### src/hdl/pad_pkg.sv
// Shared widths, register indexes and reset values for the PID duty block.
`timescale 1ns / 1ps
`default_nettype none
package pad_pkg;

  // Field widths
  localparam int SETPOINT_W = 13;
  localparam int DUTY_W     = 7;
  localparam int CENTI_W    = 9;
  localparam int EFFORT_W   = 16;
  localparam int GAIN_W     = 16;
  localparam int LIMIT_W    = 15;

  // Internal Q10 widths
  localparam int MEAS_W  = 13;
  localparam int ERR_W   = 14;
  localparam int ESUM_W  = 15;
  localparam int INTEG_W = 16;

  // Configuration port
  localparam int CFG_IDX_W  = 3;
  localparam int CFG_DATA_W = 16;

  localparam logic [CFG_IDX_W-1:0] REG_PROP_GAIN    = 3'd0;
  localparam logic [CFG_IDX_W-1:0] REG_INTEG_GAIN   = 3'd1;
  localparam logic [CFG_IDX_W-1:0] REG_DERIV_GAIN   = 3'd2;
  localparam logic [CFG_IDX_W-1:0] REG_INTEG_LIMIT  = 3'd3;
  localparam logic [CFG_IDX_W-1:0] REG_EFFORT_LIMIT = 3'd4;

  localparam logic [GAIN_W-1:0]  PROP_GAIN_RST    = 16'd3840;
  localparam logic [GAIN_W-1:0]  INTEG_GAIN_RST   = 16'd77;
  localparam logic [GAIN_W-1:0]  DERIV_GAIN_RST   = 16'd1280;
  localparam logic [LIMIT_W-1:0] INTEG_LIMIT_RST  = 15'd25600;
  localparam logic [LIMIT_W-1:0] EFFORT_LIMIT_RST = 15'd25600;

  // Duty mapping: floor((2*eff + 50*1024) / 1024), saturated
  localparam logic signed [17:0] DUTY_BIAS = 18'sd51200;
  localparam logic [DUTY_W-1:0]  DUTY_MAX  = 7'd100;
  localparam logic [DUTY_W-1:0]  DUTY_MID  = 7'd50;

  // Measurement in hundredths
  localparam logic signed [19:0] CENTI_SCALE = 20'sd100;
  localparam logic signed [19:0] Q10_ROUND   = 20'sd1023;

endpackage
`default_nettype wire

### src/hdl/pid_adc_to_pwm_duty.sv
// Top level: fixed-point PID controller from ADC sample to PWM duty.
`timescale 1ns / 1ps
`default_nettype none
// Takes one ADC sample and Q10 setpoint per transfer and returns one result
// (duty percent, measurement in hundredths, clamped Q10 effort). The block
// sustains one item per clock cycle while out_ready is held high; an input
// transfer loads the input register, and the result register loads from it
// through one combinational pass of parallel gain multiplies, integral clamp
// and effort clamp once it is empty or being drained. The integrator
// and previous error update as an item enters the result register, so the
// next item sees them at once. Configuration writes are always ready and
// must happen only while no item is in flight; indexes above 4 are ignored.
module pid_adc_to_pwm_duty #(
  parameter int ADC_BITS = 12
) (
  input  logic                                   clk,
  input  logic                                   rst_n,
  input  logic                                   in_valid,
  output logic                                   in_ready,
  input  logic [ADC_BITS-1:0]                    in_adc_sample,
  input  logic signed [pad_pkg::SETPOINT_W-1:0]  in_setpoint,
  output logic                                   out_valid,
  input  logic                                   out_ready,
  output logic [pad_pkg::DUTY_W-1:0]             out_pwm_duty,
  output logic signed [pad_pkg::CENTI_W-1:0]     out_measured_centi,
  output logic signed [pad_pkg::EFFORT_W-1:0]    out_control_effort,
  input  logic                                   cfg_valid,
  output logic                                   cfg_ready,
  input  logic [pad_pkg::CFG_IDX_W-1:0]          cfg_index,
  input  logic [pad_pkg::CFG_DATA_W-1:0]         cfg_data
);
  import pad_pkg::*;

  localparam int DIFF_W = ADC_BITS + 1;
  localparam int WIDE_W = ADC_BITS + 14;
  localparam int UP_SH  = (ADC_BITS < 12) ? 12 - ADC_BITS : 0;
  localparam int DN_SH  = (ADC_BITS > 12) ? ADC_BITS - 12 : 0;
  localparam logic [ADC_BITS-1:0] ADC_MID = {1'b0, {(ADC_BITS-1){1'b1}}};

  // Configuration registers
  logic [GAIN_W-1:0]  kp_r, ki_r, kd_r;
  logic [LIMIT_W-1:0] ilim_r, elim_r;

  // Input stage
  logic                         s_valid_r;
  logic [ADC_BITS-1:0]          adc_r;
  logic signed [SETPOINT_W-1:0] sp_r;

  // Controller state
  logic signed [ERR_W-1:0]   last_err_r;
  logic signed [INTEG_W-1:0] int_sum_r;

  // Result register
  logic                       out_valid_r;
  logic [DUTY_W-1:0]          duty_r;
  logic signed [CENTI_W-1:0]  centi_r;
  logic signed [EFFORT_W-1:0] eff_r;

  logic adv;

  // Datapath
  logic signed [DIFF_W-1:0]   adc_diff;
  logic signed [WIDE_W-1:0]   meas_wide;
  logic signed [MEAS_W-1:0]   meas;
  logic signed [ERR_W-1:0]    err;
  logic signed [ESUM_W-1:0]   esum, ediff;
  logic signed [30:0]         i_prod;
  logic signed [30:0]         p_prod;
  logic signed [31:0]         d_prod;
  logic signed [31:0]         pd_sum;
  logic signed [23:0]         integ_raw, ilim_s;
  logic signed [INTEG_W-1:0]  integ_nxt;
  logic signed [24:0]         eff_raw, elim_s;
  logic signed [EFFORT_W-1:0] eff_nxt;
  logic signed [17:0]         dsum, dq;
  logic [DUTY_W-1:0]          duty_nxt;
  logic signed [19:0]         cprod, cadj, cq;
  logic signed [CENTI_W-1:0]  centi_nxt;

  assign adv       = s_valid_r && (!out_valid_r || out_ready);
  assign in_ready  = !s_valid_r || adv;
  assign cfg_ready = 1'b1;

  assign out_valid          = out_valid_r;
  assign out_pwm_duty       = duty_r;
  assign out_measured_centi = centi_r;
  assign out_control_effort = eff_r;

  always_comb begin
    // Center and rescale the sample to Q10; floor when the converter is wider
    adc_diff  = $signed({1'b0, adc_r}) - $signed({1'b0, ADC_MID});
    meas_wide = (WIDE_W'(adc_diff) <<< UP_SH) >>> DN_SH;
    meas      = meas_wide[MEAS_W-1:0];

    err   = ERR_W'(sp_r) - ERR_W'(meas);
    esum  = ESUM_W'(err) + ESUM_W'(last_err_r);
    ediff = ESUM_W'(err) - ESUM_W'(last_err_r);

    i_prod = 31'($signed({1'b0, ki_r})) * 31'(esum);
    p_prod = 31'($signed({1'b0, kp_r})) * 31'(err);
    d_prod = 32'($signed({1'b0, kd_r})) * 32'(ediff);
    pd_sum = 32'(p_prod) + d_prod;

    // Trapezoidal integral, clamped
    integ_raw = 24'(int_sum_r) + 24'(i_prod >>> 8);
    ilim_s    = $signed({9'b0, ilim_r});
    if (integ_raw > ilim_s) begin
      integ_nxt = INTEG_W'(ilim_s);
    end else if (integ_raw < -ilim_s) begin
      integ_nxt = INTEG_W'(-ilim_s);
    end else begin
      integ_nxt = INTEG_W'(integ_raw);
    end

    eff_raw = 25'(pd_sum >>> 8) + 25'(integ_nxt);
    elim_s  = $signed({10'b0, elim_r});
    if (eff_raw > elim_s) begin
      eff_nxt = EFFORT_W'(elim_s);
    end else if (eff_raw < -elim_s) begin
      eff_nxt = EFFORT_W'(-elim_s);
    end else begin
      eff_nxt = EFFORT_W'(eff_raw);
    end

    dsum = (18'(eff_nxt) <<< 1) + DUTY_BIAS;
    dq   = dsum >>> 10;
    if (dq < 18'sd0) begin
      duty_nxt = '0;
    end else if (dq > 18'($signed({1'b0, DUTY_MAX}))) begin
      duty_nxt = DUTY_MAX;
    end else begin
      duty_nxt = dq[DUTY_W-1:0];
    end

    // Hundredths, truncated toward zero
    cprod     = 20'(meas) * CENTI_SCALE;
    cadj      = (cprod < 20'sd0) ? cprod + Q10_ROUND : cprod;
    cq        = cadj >>> 10;
    centi_nxt = cq[CENTI_W-1:0];
  end

  always_ff @(posedge clk) begin
    if (!rst_n) begin
      kp_r   <= PROP_GAIN_RST;
      ki_r   <= INTEG_GAIN_RST;
      kd_r   <= DERIV_GAIN_RST;
      ilim_r <= INTEG_LIMIT_RST;
      elim_r <= EFFORT_LIMIT_RST;
    end else if (cfg_valid && cfg_ready) begin
      case (cfg_index)
        REG_PROP_GAIN:    kp_r   <= cfg_data;
        REG_INTEG_GAIN:   ki_r   <= cfg_data;
        REG_DERIV_GAIN:   kd_r   <= cfg_data;
        REG_INTEG_LIMIT:  ilim_r <= cfg_data[LIMIT_W-1:0];
        REG_EFFORT_LIMIT: elim_r <= cfg_data[LIMIT_W-1:0];
        default: ;
      endcase
    end
  end

  always_ff @(posedge clk) begin
    if (!rst_n) begin
      s_valid_r   <= 1'b0;
      out_valid_r <= 1'b0;
      last_err_r  <= '0;
      int_sum_r   <= '0;
    end else begin
      if (in_valid && in_ready) begin
        s_valid_r <= 1'b1;
      end else if (adv) begin
        s_valid_r <= 1'b0;
      end
      if (adv) begin
        out_valid_r <= 1'b1;
        last_err_r  <= err;
        int_sum_r   <= integ_nxt;
      end else if (out_ready) begin
        out_valid_r <= 1'b0;
      end
    end
  end

  // Payload registers
  always_ff @(posedge clk) begin
    if (in_valid && in_ready) begin
      adc_r <= in_adc_sample;
      sp_r  <= in_setpoint;
    end
    if (adv) begin
      duty_r  <= duty_nxt;
      centi_r <= centi_nxt;
      eff_r   <= eff_nxt;
    end
  end

  // Controller state moves only when an item enters the result register
  a_state_hold: assert property (@(posedge clk) disable iff (!rst_n)
    !adv |=> ($stable(last_err_r) && $stable(int_sum_r)))
    else $error("controller state changed without an item advancing");

  // A waiting item drops into an empty result register
  a_fill: assert property (@(posedge clk) disable iff (!rst_n)
    (s_valid_r && !out_valid_r) |=> out_valid_r)
    else $error("input stage did not advance into empty result register");

  // Duty side of midpoint follows effort sign
  a_duty_pos: assert property (@(posedge clk) disable iff (!rst_n)
    (out_valid_r && !eff_r[EFFORT_W-1]) |-> (duty_r >= DUTY_MID && duty_r <= DUTY_MAX))
    else $error("non-negative effort gave duty below midpoint");

  a_duty_neg: assert property (@(posedge clk) disable iff (!rst_n)
    (out_valid_r && eff_r[EFFORT_W-1]) |-> (duty_r < DUTY_MID))
    else $error("negative effort gave duty at or above midpoint");

endmodule
`default_nettype wire
### config.mk
export PLATFORM = sky130hd
export DESIGN_NAME = pid_adc_to_pwm_duty
export DESIGN_NICKNAME = d
export VERILOG_FILES = /design/src/hdl/pad_pkg.sv /design/src/hdl/pid_adc_to_pwm_duty.sv
export SDC_FILE = /design/constraint.sdc
export NUM_CORES = 2
export LEC_CHECK = 0
export BUFFER_PORTS_ARGS = -buffer_cell sky130_fd_sc_hd__buf_2
export CAP_MARGIN = 20
export CORE_ASPECT_RATIO = 0.75
export CORE_MARGIN = 2
export CORE_UTILIZATION = 45
export DETAILED_ROUTE_END_ITERATION = 12
export GPL_ROUTABILITY_DRIVEN = 0
export PLACE_DENSITY = 0.62
export SETUP_SLACK_MARGIN = 0.02
export SYNTH_ARGS = -nofsm -noshare
export SYNTH_HDL_FRONTEND = slang
export SYNTH_SLANG_ARGS = --single-unit
### constraint.sdc
create_clock -name clk -period 17.8 [get_ports clk]
set_input_delay 2.67 -clock clk [delete_from_list [all_inputs] [get_ports clk]]
set_output_delay 2.67 -clock clk [all_outputs]
set_load 0.05 [all_outputs]
==> results.md <==
- Status: finished, final reports clean
- Worst min path class: register to register
- All-Layer GR Usage: 24.7%
- Flops & latches, synth: 167
- Compound-Gate Fraction of Synth Area: roughly a tenth
- Final wirelength: 105 mm
- RSZ-0062 raised after global routing: yes
- Ys flop type: dfxtp_1
- Die width: 339 microns
- Register area share after synthesis: 10.3%
- DRC viols: 0
- DR vias: 30000
- Kind of critical path: register to register
- Avg Cell Area, Syn: 8.62 sq um
- Ys async rst share: 0%
- Worst Tran Pin Value: 1180 ps
- Synth Area in Simple Gates: 17.3%
- Crit share post-route: 100%
- Setup violators final: 0
- CP Launch Type: register
- Nets@finish: 5726
- Clock buffer depth: 2
- Die H: 255 microns
- Area growth, synth to finish: 12.0%
- Sink Count: 167
- Synth Area in Adders: 47.8%
- TritonCTS Buffers: 17
- Max_slew headroom: approximately a fifth
- CTS Root Cell: clkbuf_16
- Row count: 92
- Crit path capture type: register
- Post-DP Area: ~41000 sq um
- H-tree depth: 4
- # fillers: approximately 8000
- Core area: around 84000 sq um
- DRT Pass-1 Iters: 6
- Vias in the first global route: a little over 30000
- HPWL Detailed: 85.9 mm
- Post-route ant nets: 0
- Required time of the critical path: around 18000 ps
- Max Fclk: roughly 0.056 GHz
- Yosys cell types: 95
- CP max FO: 13
- Post-Syn Area: 37900 sq um
- Clk Latency, worst-skew pair: about 480 ps
- Final min period: 17790 ps
- Largest net degree at the start of global routing: roughly 110
- Port Buf Inserts: 82
- 1st-iter DRT viols: ~2000
- Max-slew violations: 0
- # IOs: between 80 and 90
- First-pass GRT wire length: 170 mm
- Mux contribution to synthesized area: 0.699%
- Initial core utilization: 45.3%
- Xor and xnor fraction of the mapped netlist area: ~4.2%
- Slowest cell on crit path: fa_1
- Share of layout cells above drive strength 1: between 10% and 20%
- Largest family of logic cells by synthesized area: adder cells
- Final hold slack: 487 ps
- Synth Net Count: 5535
- Drt wl/cell: around 18 microns
- Fin area: about 42000 sq um
- Synth warn: 0
- Fin. Hold Viols: 0
- Max Cap Viol: 0
- Antenna Cells: 0
- Die area: 86600 sq um
- CP arrival: 18010 ps
- Remaining Overflow, GRT: 0
- Setup TNS: 0 ps
- Syn Inst Count: 4400
- Post-synth EDFFs: 57
- CTS tree: built
- Vias per Instance: 5.24
- Clk slew on worst S/H paths: 80 ps
- Initial antenna violation count: 4
- Max incr delay on CP: between 500 and 600 ps
- Clock skew: around 12 ps
==> worst max-delay path, delay by kind of cell, from the launching register on <==
kind                     cells  cell delay [ps]
buffers and inverters       12             1620
flip-flops                   1              440
XOR/XNOR                     6             1180
AND/OR/NAND/NOR             15             3000
adder cells (fa/ha/maj)     14             5220
AO/OA/AOI/OAI               32             6070
==> layout make-up <==
| cell class | instances | area (sq um) | share of cell area, % |
|---|---|---|---|
| multi-input combinational | 3216 | 31000 | 73.0 |
| sequential | 167 | 3910 | 9.21 |
| inverter | 855 | 3220 | 7.57 |
| timing repair buffer | 334 | 2360 | 5.56 |
| tap | 1128 | 1410 | 3.32 |
| clock buffer | 17 | 425 | 1.00 |
| clock inverter | 15 | 161 | 0.380 |
==> cell usage in the layout (no fill, tap or decap), types with 46 or more instances in the layout <==
| master | instances |
|---|---|
| inv_1 | 847 |
| buf_2 | 82 |
| dfxtp_1 | 110 |
| ha_1 | 473 |
| nand2b_1 | 53 |
| fa_1 | 595 |
| o21ai_0 | 86 |
| nand2_1 | 682 |
| nor2_1 | 164 |
| buf_4 | 241 |
| and2_1 | 178 |
| a21oi_1 | 101 |
| xor2_1 | 46 |
| edfxtp_1 | 57 |
| xnor2_1 | 111 |
| a21boi_0 | 74 |
| nor2b_1 | 88 |
==> what timing repair did <==
item	in CTS	in global routing
endpoints found under the setup margin	7	23
buffers inserted	20	23
hold buffers	0	0
gates resized for setup	31	87
pin swaps	30	41
==> layer usage <==
metal  routed length (microns)  track usage [%]  part of all wire [%]
met4                      2480             5.57                   2.4
met3                      7980             4.61                   7.6
met2                     45600             38.2                    44
met5                        27                0                 0.026
met1                     48500             36.0                    46
==> cell usage after synthesis, types with 23 or more instances <==
master	count	share of area (%)
xnor2_1	129	3.0
o21a_1	23	0.46
o21ai_0	99	1.3
inv_1	853	8.4
edfxtp_1	57	4.5
dfxtp_1	110	5.8
a21boi_0	75	1.5
clkbuf_1	151	1.5
xor2_1	51	1.2
nor3_1	34	0.45
a21oi_1	122	1.6
nor2b_1	92	1.5
nand2_1	684	6.8
nand3_1	40	0.53
fa_1	597	32
nand2b_1	53	0.87
ha_1	489	16
a21o_1	36	0.71
nor2_1	170	1.7
or2_2	32	0.53
and2_1	178	2.9
==> worst paths after layout <==
kind	start	cells past startpoint	to	slack [ps]
worst max-delay path	adc_r[1]$_DFFE_PP_	79	out_pwm_duty[0]$_SDFFCE_PP0P_	6
worst max register to register	adc_r[1]$_DFFE_PP_	79	out_pwm_duty[0]$_SDFFCE_PP0P_	6
worst min register to register	int_sum_r[1]$_SDFFE_PN0P_	2	int_sum_r[1]$_SDFFE_PN0P_	490
worst min-delay path	int_sum_r[1]$_SDFFE_PN0P_	2	int_sum_r[1]$_SDFFE_PN0P_	490
==> registers in the layout, summed over array words and instances, names as in the netlist, 12 cells and up <==
name	flops
out_control_effort	16
ki_r	16
sp_r	13
adc_r	12
kd_r	16
ilim_r	15
kp_r	16
elim_r	15
last_err_r	14
int_sum_r	16
==> kinds of logic (layout without fill, tap and decap cells) <==
group | count (synthesis) | count (layout)
DFF | 167 | 167
adders and majority gates | 1093 | 1093
muxes | 26 | 26
AOI/OAI and AO/OA | 529 | 529
and+or+nand+nor | 1387 | 1387
other | 1 | 1
xor gates and xnor gates | 180 | 180
buffers and inverters | 1017 | 1221
==> metrics by stage <==
stage	util, %	cells	worst slack, ps
6_report	50.7	5732	5.89
5_1_grt	50.7	5732	-851
4_1_cts	50.0	5710	21.9
3_5_place_dp	48.9	5658	-302
3_3_place_gp	48.9	5658	30.7
2_1_floorplan	-	4400	24.2
Power is not shown: default switching activity piles up to over one toggle a cycle in this logic, so the estimate is an artifact.
